### config.mk
export PLATFORM = sky130hd
export DESIGN_NAME = svg_header_dimension_scanner_top
export DESIGN_NICKNAME = d
export VERILOG_FILES = /design/src/hdl/svg_dim_pkg.sv /design/src/hdl/svg_header_dimension_scanner_top.sv
export SDC_FILE = /design/constraint.sdc
export NUM_CORES = 1
export LEC_CHECK = 0
export ABC_AREA = 1
export BUFFER_PORTS_ARGS = -buffer_cell sky130_fd_sc_hd__buf_2
export CAP_MARGIN = 20
export CORE_UTILIZATION = 35
export DETAILED_ROUTE_END_ITERATION = 7
export GPL_ROUTABILITY_DRIVEN = 0
export PLACE_DENSITY = 0.46
export SLEW_MARGIN = 0
export SYNTH_ARGS = -nofsm -noshare
export SYNTH_HDL_FRONTEND = slang
export SYNTH_SLANG_ARGS = --single-unit
### constraint.sdc
create_clock -name clk -period 6.62 [get_ports clk]
set_input_delay 0.662 -clock clk [delete_from_list [all_inputs] [get_ports clk]]
set_output_delay 0.662 -clock clk [all_outputs]
set_load 0.05 [all_outputs]
### src/hdl/svg_dim_pkg.sv
// Shared types, byte codes and key matcher for the SVG header dimension scanner.
`timescale 1ns / 1ps

package svg_dim_pkg;

  // Default width of a parsed dimension
  localparam int VALUE_BITS_DEF = 24;

  // Longest key, in bytes
  localparam int KEY_MAX_LEN = 9;

  // Keys, first character in the most significant byte, right aligned
  localparam logic [8*KEY_MAX_LEN-1:0] KEY_OPEN = 72'("<svg");
  localparam logic [8*KEY_MAX_LEN-1:0] KEY_VB   = 72'("viewBox=\"");
  localparam logic [8*KEY_MAX_LEN-1:0] KEY_W    = 72'("width=\"");
  localparam logic [8*KEY_MAX_LEN-1:0] KEY_H    = 72'("height=\"");
  localparam int KEY_OPEN_LEN = 4;
  localparam int KEY_VB_LEN   = 9;
  localparam int KEY_W_LEN    = 7;
  localparam int KEY_H_LEN    = 8;

  // Byte codes
  localparam logic [7:0] CH_GT     = 8'h3E;
  localparam logic [7:0] CH_QUOTE  = 8'h22;
  localparam logic [7:0] CH_DOT    = 8'h2E;
  localparam logic [7:0] CH_SPACE  = 8'h20;
  localparam logic [7:0] CH_COMMA  = 8'h2C;
  localparam logic [7:0] CH_ZERO   = 8'h30;
  localparam logic [7:0] CH_NINE   = 8'h39;
  localparam logic [7:0] CH_LOW_A  = 8'h61;
  localparam logic [7:0] CH_LOW_Z  = 8'h7A;

  // Result status codes
  typedef enum logic [1:0] {
    ST_FOUND     = 2'd0,
    ST_NOT_FOUND = 2'd1,
    ST_MALFORMED = 2'd2
  } status_t;

  // Document scan state
  typedef enum logic [3:0] {
    MODE_SEEK  = 4'b0001,
    MODE_TAG   = 4'b0010,
    MODE_VALUE = 4'b0100,
    MODE_DONE  = 4'b1000
  } scan_mode_t;

  // Number parse state
  typedef enum logic [3:0] {
    PH_DEC  = 4'b0001,
    PH_FRAC = 4'b0010,
    PH_UNIT = 4'b0100,
    PH_END  = 4'b1000
  } num_phase_t;

  // Which attribute value is being parsed
  typedef enum logic [1:0] {
    KIND_NONE = 2'd0,
    KIND_VB   = 2'd1,
    KIND_W    = 2'd2,
    KIND_H    = 2'd3
  } value_kind_t;

  // Next match length of a key after byte b, with prog bytes already matched.
  // Takes the longest prefix of the key that ends the text seen so far.
  function automatic logic [3:0] key_step(input logic [8*KEY_MAX_LEN-1:0] pat,
                                          input int len,
                                          input logic [3:0] prog,
                                          input logic [7:0] b);
    int         p;
    logic       ok;
    logic [3:0] res;
    p   = (int'(prog) >= len) ? 0 : int'(prog);
    res = '0;
    for (int k = 1; k <= KEY_MAX_LEN; k++) begin
      if (k <= p + 1) begin
        ok = (pat[8*(len-k) +: 8] == b);
        for (int i = 0; i < KEY_MAX_LEN - 1; i++) begin
          if (i + 1 < k) begin
            if (pat[8*(len-1-i) +: 8] != pat[8*(len-1-(p+1-k+i)) +: 8]) begin
              ok = 1'b0;
            end
          end
        end
        if (ok) begin
          res = 4'(k);
        end
      end
    end
    return res;
  endfunction

endpackage

### src/hdl/svg_header_dimension_scanner_top.sv
// SVG header dimension scanner: byte register, single-pass parser, result register.
// Path: the byte beat that causes a result is held in the byte register, and the result
// beat it yields is then presented from the result register.
// Throughput: one byte per cycle; in_stall rises only while a byte waits and the
// result register holds a beat that out_stall keeps from leaving.
// Reset: rst_n is synchronous and clears all parser state; the final byte of each
// document returns the parser to the same state.
`timescale 1ns / 1ps

module svg_header_dimension_scanner_top #(
  parameter int VALUE_BITS = svg_dim_pkg::VALUE_BITS_DEF
) (
  input  logic                  clk,
  input  logic                  rst_n,
  input  logic                  in_valid,
  output logic                  in_stall,
  input  logic [7:0]            in_byte_value,
  input  logic                  in_last_byte,
  output logic                  out_valid,
  input  logic                  out_stall,
  output logic [1:0]            out_status,
  output logic [VALUE_BITS-1:0] out_width_value,
  output logic [VALUE_BITS-1:0] out_height_value,
  output logic                  out_width_known,
  output logic                  out_height_known
);

  localparam int VB = VALUE_BITS;
  localparam logic [VB-1:0] VALUE_MAX = {VB{1'b1}};

  // Byte register
  logic       in_v_r;
  logic [7:0] in_byte_r;
  logic       in_last_r;

  // Result register
  logic                 out_v_r;
  svg_dim_pkg::status_t out_status_r;
  logic [VB-1:0]        out_w_r;
  logic [VB-1:0]        out_h_r;
  logic                 out_wk_r;
  logic                 out_hk_r;

  // Parser state
  svg_dim_pkg::scan_mode_t  mode_r, mode_nxt;
  logic [2:0]               tag_prog_r, tag_prog_nxt;
  logic [3:0]               vb_prog_r, vb_prog_nxt;
  logic [2:0]               w_prog_r, w_prog_nxt;
  logic [3:0]               h_prog_r, h_prog_nxt;
  svg_dim_pkg::value_kind_t kind_r, kind_nxt;
  svg_dim_pkg::num_phase_t  phase_r, phase_nxt;
  logic                     seen_r, seen_nxt;
  logic [VB-1:0]            acc_r, acc_nxt;
  logic [1:0]               vb_idx_r, vb_idx_nxt;
  logic [VB-1:0]            vb_w_r, vb_w_nxt;
  logic [VB-1:0]            w_store_r, w_store_nxt;
  logic [VB-1:0]            h_store_r, h_store_nxt;
  logic                     w_flag_r, w_flag_nxt;
  logic                     h_flag_r, h_flag_nxt;

  logic                 fire;
  logic                 advance;
  logic                 in_take;
  logic                 emit;
  svg_dim_pkg::status_t emit_status;

  // Byte classes
  logic [7:0] b;
  logic       is_digit;
  logic       is_lower;
  logic       is_sep;

  // Saturating decimal accumulate
  logic [VB+3:0] acc_prod;
  logic [VB-1:0] acc_dig;

  // Key matcher outputs
  logic [3:0] open_m;
  logic [3:0] vb_m;
  logic [3:0] w_m;
  logic [3:0] h_m;

  // Handshake: the parser moves when the result register can take a beat
  assign advance   = !out_v_r || !out_stall;
  assign fire      = in_v_r && advance;
  assign in_stall  = in_v_r && !advance;
  assign in_take   = in_valid && !in_stall;

  assign b        = in_byte_r;
  assign is_digit = (b >= svg_dim_pkg::CH_ZERO) && (b <= svg_dim_pkg::CH_NINE);
  assign is_lower = (b >= svg_dim_pkg::CH_LOW_A) && (b <= svg_dim_pkg::CH_LOW_Z);
  assign is_sep   = (b == svg_dim_pkg::CH_SPACE) || (b == svg_dim_pkg::CH_COMMA);

  assign acc_prod = ({4'b0, acc_r} << 3) + ({4'b0, acc_r} << 1)
                  + (VB+4)'(b[3:0]);
  assign acc_dig  = (|acc_prod[VB+3:VB]) ? VALUE_MAX : acc_prod[VB-1:0];

  assign open_m = svg_dim_pkg::key_step(svg_dim_pkg::KEY_OPEN, svg_dim_pkg::KEY_OPEN_LEN,
                                        {1'b0, tag_prog_r}, b);
  assign vb_m   = svg_dim_pkg::key_step(svg_dim_pkg::KEY_VB, svg_dim_pkg::KEY_VB_LEN,
                                        vb_prog_r, b);
  assign w_m    = svg_dim_pkg::key_step(svg_dim_pkg::KEY_W, svg_dim_pkg::KEY_W_LEN,
                                        {1'b0, w_prog_r}, b);
  assign h_m    = svg_dim_pkg::key_step(svg_dim_pkg::KEY_H, svg_dim_pkg::KEY_H_LEN,
                                        h_prog_r, b);

  // Parse one byte
  always_comb begin
    logic end_check;
    mode_nxt     = mode_r;
    tag_prog_nxt = tag_prog_r;
    vb_prog_nxt  = vb_prog_r;
    w_prog_nxt   = w_prog_r;
    h_prog_nxt   = h_prog_r;
    kind_nxt     = kind_r;
    phase_nxt    = phase_r;
    seen_nxt     = seen_r;
    acc_nxt      = acc_r;
    vb_idx_nxt   = vb_idx_r;
    vb_w_nxt     = vb_w_r;
    w_store_nxt  = w_store_r;
    h_store_nxt  = h_store_r;
    w_flag_nxt   = w_flag_r;
    h_flag_nxt   = h_flag_r;
    emit         = 1'b0;
    emit_status  = svg_dim_pkg::ST_NOT_FOUND;
    end_check    = 1'b0;

    case (mode_r)
      svg_dim_pkg::MODE_SEEK: begin
        if (open_m == 4'(svg_dim_pkg::KEY_OPEN_LEN)) begin
          tag_prog_nxt = '0;
          mode_nxt     = svg_dim_pkg::MODE_TAG;
        end else begin
          tag_prog_nxt = open_m[2:0];
        end
      end

      svg_dim_pkg::MODE_TAG: begin
        if (b == svg_dim_pkg::CH_GT) begin
          emit        = 1'b1;
          emit_status = (w_flag_r && h_flag_r) ? svg_dim_pkg::ST_FOUND
                                               : svg_dim_pkg::ST_NOT_FOUND;
          mode_nxt    = svg_dim_pkg::MODE_DONE;
        end else begin
          vb_prog_nxt = vb_m;
          w_prog_nxt  = w_m[2:0];
          h_prog_nxt  = h_m;
          if (vb_m == 4'(svg_dim_pkg::KEY_VB_LEN) || w_m == 4'(svg_dim_pkg::KEY_W_LEN)
              || h_m == 4'(svg_dim_pkg::KEY_H_LEN)) begin
            if (vb_m == 4'(svg_dim_pkg::KEY_VB_LEN)) begin
              kind_nxt = svg_dim_pkg::KIND_VB;
            end else if (w_m == 4'(svg_dim_pkg::KEY_W_LEN)) begin
              kind_nxt = svg_dim_pkg::KIND_W;
            end else begin
              kind_nxt = svg_dim_pkg::KIND_H;
            end
            vb_prog_nxt = '0;
            w_prog_nxt  = '0;
            h_prog_nxt  = '0;
            phase_nxt   = svg_dim_pkg::PH_DEC;
            seen_nxt    = 1'b0;
            acc_nxt     = '0;
            vb_idx_nxt  = '0;
            mode_nxt    = svg_dim_pkg::MODE_VALUE;
          end
        end
      end

      svg_dim_pkg::MODE_VALUE: begin
        if (b != svg_dim_pkg::CH_QUOTE) begin
          if (kind_r == svg_dim_pkg::KIND_VB) begin
            // viewBox number list
            case (phase_r)
              svg_dim_pkg::PH_DEC: begin
                if (is_digit) begin
                  acc_nxt  = acc_dig;
                  seen_nxt = 1'b1;
                end else if (b == svg_dim_pkg::CH_DOT) begin
                  phase_nxt = svg_dim_pkg::PH_FRAC;
                end else if (!seen_r && (b == svg_dim_pkg::CH_SPACE
                             || (b == svg_dim_pkg::CH_COMMA && vb_idx_r != 2'd0))) begin
                  // skip leading separator
                end else begin
                  end_check = 1'b1;
                end
              end
              svg_dim_pkg::PH_FRAC: begin
                if (!is_digit) begin
                  end_check = 1'b1;
                end
              end
              svg_dim_pkg::PH_UNIT: begin
                end_check = 1'b1;
              end
              default: begin
              end
            endcase
            if (end_check) begin
              if (is_lower) begin
                phase_nxt = svg_dim_pkg::PH_UNIT;
              end else if (!seen_r || vb_idx_r == 2'd3) begin
                phase_nxt = svg_dim_pkg::PH_END;
              end else if (!is_sep) begin
                phase_nxt = svg_dim_pkg::PH_END;
                seen_nxt  = 1'b0;
              end else begin
                if (vb_idx_r == 2'd2) begin
                  vb_w_nxt = acc_r;
                end
                vb_idx_nxt = vb_idx_r + 2'd1;
                acc_nxt    = '0;
                seen_nxt   = 1'b0;
                phase_nxt  = svg_dim_pkg::PH_DEC;
              end
            end
          end else begin
            // width or height length
            case (phase_r)
              svg_dim_pkg::PH_DEC: begin
                if (is_digit) begin
                  acc_nxt  = acc_dig;
                  seen_nxt = 1'b1;
                end else if (b == svg_dim_pkg::CH_DOT) begin
                  phase_nxt = svg_dim_pkg::PH_FRAC;
                end else if (is_lower) begin
                  phase_nxt = svg_dim_pkg::PH_UNIT;
                end else if (!(b == svg_dim_pkg::CH_SPACE && !seen_r)) begin
                  phase_nxt = svg_dim_pkg::PH_END;
                end
              end
              svg_dim_pkg::PH_FRAC: begin
                if (is_lower) begin
                  phase_nxt = svg_dim_pkg::PH_UNIT;
                end else if (!is_digit) begin
                  phase_nxt = svg_dim_pkg::PH_END;
                end
              end
              svg_dim_pkg::PH_UNIT: begin
                if (!is_lower) begin
                  phase_nxt = svg_dim_pkg::PH_END;
                end
              end
              default: begin
              end
            endcase
          end
        end else begin
          // closing quote
          if (kind_r == svg_dim_pkg::KIND_VB && vb_idx_r == 2'd3 && seen_r) begin
            w_store_nxt = vb_w_r;
            h_store_nxt = acc_r;
            w_flag_nxt  = 1'b1;
            h_flag_nxt  = 1'b1;
            emit        = 1'b1;
            emit_status = svg_dim_pkg::ST_FOUND;
            mode_nxt    = svg_dim_pkg::MODE_DONE;
          end else if (kind_r != svg_dim_pkg::KIND_VB && !seen_r) begin
            emit        = 1'b1;
            emit_status = svg_dim_pkg::ST_MALFORMED;
            mode_nxt    = svg_dim_pkg::MODE_DONE;
          end else begin
            if (kind_r == svg_dim_pkg::KIND_W) begin
              w_store_nxt = acc_r;
              w_flag_nxt  = 1'b1;
            end else if (kind_r == svg_dim_pkg::KIND_H) begin
              h_store_nxt = acc_r;
              h_flag_nxt  = 1'b1;
            end
            // back to the tag body
            mode_nxt   = svg_dim_pkg::MODE_TAG;
            kind_nxt   = svg_dim_pkg::KIND_NONE;
            phase_nxt  = svg_dim_pkg::PH_DEC;
            seen_nxt   = 1'b0;
            acc_nxt    = '0;
            vb_idx_nxt = '0;
          end
        end
      end

      default: begin
        // result already given: drop bytes
      end
    endcase

    // Final byte without a result reports not found
    if (in_last_r && !emit && mode_r != svg_dim_pkg::MODE_DONE) begin
      emit        = 1'b1;
      emit_status = svg_dim_pkg::ST_NOT_FOUND;
    end
  end

  // Byte register: hold while stalled, drop once parsed
  always_ff @(posedge clk) begin
    if (!rst_n) begin
      in_v_r <= 1'b0;
    end else if (in_take) begin
      in_v_r <= 1'b1;
    end else if (fire) begin
      in_v_r <= 1'b0;
    end
  end

  always_ff @(posedge clk) begin
    if (in_take) begin
      in_byte_r <= in_byte_value;
      in_last_r <= in_last_byte;
    end
  end

  // Parser state: advance per byte, clear on the final byte
  always_ff @(posedge clk) begin
    if (!rst_n || (fire && in_last_r)) begin
      mode_r     <= svg_dim_pkg::MODE_SEEK;
      tag_prog_r <= '0;
      vb_prog_r  <= '0;
      w_prog_r   <= '0;
      h_prog_r   <= '0;
      kind_r     <= svg_dim_pkg::KIND_NONE;
      phase_r    <= svg_dim_pkg::PH_DEC;
      seen_r     <= 1'b0;
      acc_r      <= '0;
      vb_idx_r   <= '0;
      vb_w_r     <= '0;
      w_store_r  <= '0;
      h_store_r  <= '0;
      w_flag_r   <= 1'b0;
      h_flag_r   <= 1'b0;
    end else if (fire) begin
      mode_r     <= mode_nxt;
      tag_prog_r <= tag_prog_nxt;
      vb_prog_r  <= vb_prog_nxt;
      w_prog_r   <= w_prog_nxt;
      h_prog_r   <= h_prog_nxt;
      kind_r     <= kind_nxt;
      phase_r    <= phase_nxt;
      seen_r     <= seen_nxt;
      acc_r      <= acc_nxt;
      vb_idx_r   <= vb_idx_nxt;
      vb_w_r     <= vb_w_nxt;
      w_store_r  <= w_store_nxt;
      h_store_r  <= h_store_nxt;
      w_flag_r   <= w_flag_nxt;
      h_flag_r   <= h_flag_nxt;
    end
  end

  // Result register: load on a result, drop when taken
  always_ff @(posedge clk) begin
    if (!rst_n) begin
      out_v_r <= 1'b0;
    end else if (fire && emit) begin
      out_v_r <= 1'b1;
    end else if (!out_stall) begin
      out_v_r <= 1'b0;
    end
  end

  always_ff @(posedge clk) begin
    if (fire && emit) begin
      out_status_r <= emit_status;
      out_w_r      <= w_flag_nxt ? w_store_nxt : '0;
      out_h_r      <= h_flag_nxt ? h_store_nxt : '0;
      out_wk_r     <= w_flag_nxt;
      out_hk_r     <= h_flag_nxt;
    end
  end

  assign out_valid        = out_v_r;
  assign out_status       = out_status_r;
  assign out_width_value  = out_w_r;
  assign out_height_value = out_h_r;
  assign out_width_known  = out_wk_r;
  assign out_height_known = out_hk_r;

endmodule

==> flow_summary.yaml <==
drt:
  avgRoutedWirePerCell_um: 17.5
  detail_route.wirelength_um: 63500
  num_vias: 19000
  route.detailed.drc: 0
  drtPass1Iterations: 6
  dr.first_iter.drc_count: 1349
  route.detailed.vias_per_inst: 5.22
  drt.antenna.violating_nets: 0
yosys:
  synth.ff_latch_count: 188
  synth_top_family_by_area: "simple AND/OR/NAND/NOR gates"
  synth-compound-area-share_pct: 14.6
  synthXorXnorAreaFrac_pct: 4.03
  yosys-top-cells-area: "sky130_fd_sc_hd__ha_1 14%, sky130_fd_sc_hd__nand2_1 14%, sky130_fd_sc_hd__dfxtp_1 13%"
  netlist-cell-type-count: 60
  ys_dominant_reg_cell: "sky130_fd_sc_hd__dfxtp_1"
  adder_and_majority_gate_portion_of_the_synthesized_area_pct: 14.0
  async_reset_ff_share_pct: 0
  synth-edff-count: 61
  synth.cell_area_mm2: 0.0190
  yosysTopAreaCell: "sky130_fd_sc_hd__ha_1"
  synth-simple-area-share_pct: 32.6
  count_of_synthesis_stage_warnings_from_yosys: 0
  netlist_instances: 2919
  netlist.area_leader.share_pct: 13.7
  synth.area.mux_share_pct: 1.00
  postSynthAreaPerCell_um2: 6.50
  synth_seq_area_share_pct: 23.1
finish:
  final_common_cell: "sky130_fd_sc_hd__nand2_1"
  postLayoutCoreUtil_pct: 38.5
  antennaDiodeCount: 0
  postLayoutCellArea_mm2: 0.0205
  final.fill_count: 5727
  layoutNonFillerInstCount: 3631
  post_route_cells_drive_above_1_share_pct: 6.93
  top_library_cells_by_usage_in_the_layout_fill_and_taps_aside: "684 x sky130_fd_sc_hd__nand2_1, 396 x sky130_fd_sc_hd__inv_1, 343 x sky130_fd_sc_hd__nor2_1"
  flow.area_growth_from_synthesis_pct: 7.86
  final_net_count: 3154
floorplanning:
  fp.dieW_um: 235
  placement_rows: 84
  initial_utilization_pct: 35.7
  floorplan.die_area_mm2: 0.0551
  placeableCoreArea_mm2: 0.0531
  top_level_ports: 67
  fp.dieH_um: 235
timing:
  worst_hold_slack_ps: 385
  period_share_pct: 88.3
  slew_headroom_pct: 29.3
  final.min_clock_period_ps: 5840
  worst-slew-pin-transition_ps: 1060
  setup_tns_ps: 0
  finClkSkew_ps: 18.4
  timing.final.max_slew_violations: 0
  max_freq_mhz: 171
  timing_hold_violations_final: 0
  final.setup.worst_slack_ps: 776
  setup_repair_after_global_routing_missed_its_margin: "false"
  finalSetupViolCount: 0
setup_path:
  crit_required_ps: 6970
  critical_path.startpoint_type: "register"
  launch_point_of_the_critical_path: "w_prog_r[1]$_SDFFE_PP0P_"
  crit-reg2reg-launch: "w_prog_r[1]$_SDFFE_PP0P_"
  critical_path.endpoint_type: "register"
  worstPathArrival_ps: 6200
  setup.reg_to_reg.worst_slack_ps: 780
  crit-reg2reg-capture: "seen_r$_SDFFE_PP0P_"
  criticalPathCategory: "reg -> reg"
  worstRegToRegCells: 26
  worst-path-max-fanout: 50
clock_tree:
  clk_transition_reported_paths_ps: 70
  insertion_delay_ps: 460
  clock_tree.htree_level_count: 4
  clock_tree_from_tritoncts: "yes"
  clkSinkCount: 188
  max-clock-path-buffers: 2
  numCtsBuffers: 17
  cts_resized: 0
  cts_hold_buf: 0
  root_buffer: "sky130_fd_sc_hd__clkbuf_16"
  post-cts-setup-buffers: 0
grt:
  grt_start_max_net_pins: 84
  global_route.overflow_total: 0
  grt_antenna_before_repair: 0
  gr-usage-all-layers_pct: 22.7
  grt_pass1_vias: 17600
  grt_first_pass_wirelength_um: 100000
pwr:
  ir_drop_mv: 0.196
  total_power_mw: 2.42
  cellPowerDensity_mw_per_mm2: 118
  p_leak_nw: 9.87
placed_design:
  dp_hpwl_um: 49100
  detailed_place.area_mm2: 0.0198
  io_buffer_count: 66
  post-place-cells: 3598
  post-place-ws_ps: 849
min_path:
  timing.hold.worst.class: "in -> reg"
  worst_hold_path.endpoint: "b[2]$_DFFE_PP_"
  hold_path.startpoint: "in_byte_value[2]"
  hold_path_depth: 1
run_status:
  outcome: "complete, no violations"
flow_run:
  drv_cap: 0
registers in the layout (all words and copies together), names as in the netlist, 2 cells and up:
| signal | flops |
|---|---|
| acc_r | 24 |
| h_store_r | 24 |
| out_height_value | 24 |
| out_width_value | 24 |
| vb_w_r | 24 |
| w_store_r | 24 |
| b | 8 |
| h_prog_r | 4 |
| mode_r | 4 |
| phase_r | 4 |
| vb_prog_r | 4 |
| tag_prog_r | 3 |
| w_prog_r | 3 |
| kind_r | 2 |
| out_status | 2 |
| vb_idx_r | 2 |
cells in the mapped netlist, types with 7 or more instances:
cell                       instances
sky130_fd_sc_hd__clkbuf_1         64
sky130_fd_sc_hd__a21oi_1         175
sky130_fd_sc_hd__nor3_1           43
sky130_fd_sc_hd__nand3b_1          7
sky130_fd_sc_hd__ha_1            208
sky130_fd_sc_hd__xnor2_1          31
sky130_fd_sc_hd__buf_6             8
sky130_fd_sc_hd__o21bai_1         14
sky130_fd_sc_hd__buf_4            11
sky130_fd_sc_hd__nor4_1           25
sky130_fd_sc_hd__edfxtp_1         61
sky130_fd_sc_hd__nand2_4           8
sky130_fd_sc_hd__or2_2            13
sky130_fd_sc_hd__o211ai_1         38
sky130_fd_sc_hd__xor2_1           50
sky130_fd_sc_hd__nor2_2           13
sky130_fd_sc_hd__nand2_2          19
sky130_fd_sc_hd__inv_2            13
sky130_fd_sc_hd__buf_2            12
sky130_fd_sc_hd__a211oi_1         25
sky130_fd_sc_hd__nand3_1         151
sky130_fd_sc_hd__inv_1           398
sky130_fd_sc_hd__nor2_1          344
sky130_fd_sc_hd__nand4_1          77
sky130_fd_sc_hd__mux2i_1          19
sky130_fd_sc_hd__nand2_1         684
sky130_fd_sc_hd__dfxtp_1         127
sky130_fd_sc_hd__o21ai_0         206
worst max-delay path: stages (launching register included):
cell and delay (ps):
sky130_fd_sc_hd__dfxtp_1 670, sky130_fd_sc_hd__ha_1 340, sky130_fd_sc_hd__nand2_4 110, sky130_fd_sc_hd__nand3_2 240, sky130_fd_sc_hd__inv_1 200, sky130_fd_sc_hd__ha_1 220
sky130_fd_sc_hd__ha_1 490, sky130_fd_sc_hd__inv_2 330, sky130_fd_sc_hd__ha_1 270, sky130_fd_sc_hd__nand2_1 70, sky130_fd_sc_hd__ha_1 430, sky130_fd_sc_hd__inv_1 170
sky130_fd_sc_hd__ha_1 290, sky130_fd_sc_hd__xor2_1 160, sky130_fd_sc_hd__nand2_1 70, sky130_fd_sc_hd__nand2_1 70, sky130_fd_sc_hd__nor2_1 80, sky130_fd_sc_hd__nand2_1 50
sky130_fd_sc_hd__nor2_1 110, sky130_fd_sc_hd__nand3_1 90, sky130_fd_sc_hd__nor2_1 120, sky130_fd_sc_hd__nand2_1 140, sky130_fd_sc_hd__nand3_4 130, sky130_fd_sc_hd__nand3_4 430
sky130_fd_sc_hd__nand2_1 190, sky130_fd_sc_hd__o21ai_1 70, sky130_fd_sc_hd__and2_1 140
worst max path at each step:
stage,depth (start not counted),slack [ps],to
floorplan,29,2220,seen_r$_SDFFE_PP0P_
global placement,26,1040,seen_r$_SDFFE_PP0P_
detailed placement,26,850,seen_r$_SDFFE_PP0P_
CTS,26,830,seen_r$_SDFFE_PP0P_
global route,26,220,seen_r$_SDFFE_PP0P_
finish,26,780,seen_r$_SDFFE_PP0P_
cells by family after synthesis:
group / Yosys count
compound gates: 495
xor+xnor: 84
fa+ha+maj: 211
buf+inv: 509
flops: 188
mux: 19
other cells: 1
simple gates: 1412
per-layer routing:
layer	share of wire (%)	global-route usage (%)	vias to the layer above
met2	41	33.6	561
met4	2.0	5.86	0
li1	-	-	9567
met3	5.5	2.93	69
met1	51	34.3	8764
met5	0	0	-
power by group:
group | switching, mW | internal, mW | total, mW
sequential | 0.0100 | 1.20 | 1.21
combinational | 0.100 | 0.0387 | 0.139
clock | 0.501 | 0.569 | 1.07
final cells by class:
class | count | area [µm²] | share of cell area (%)
Inverter | 414 | 1560 | 7.62
Tap cell | 688 | 861 | 4.21
Clock inverter | 13 | 160 | 0.783
Sequential cell | 188 | 4370 | 21.4
Multi-Input combinational cell | 2228 | 12600 | 61.7
Timing Repair Buffer | 81 | 458 | 2.24
Clock buffer | 19 | 433 | 2.12
No activity file was read; power rests on OpenSTA's default activity.
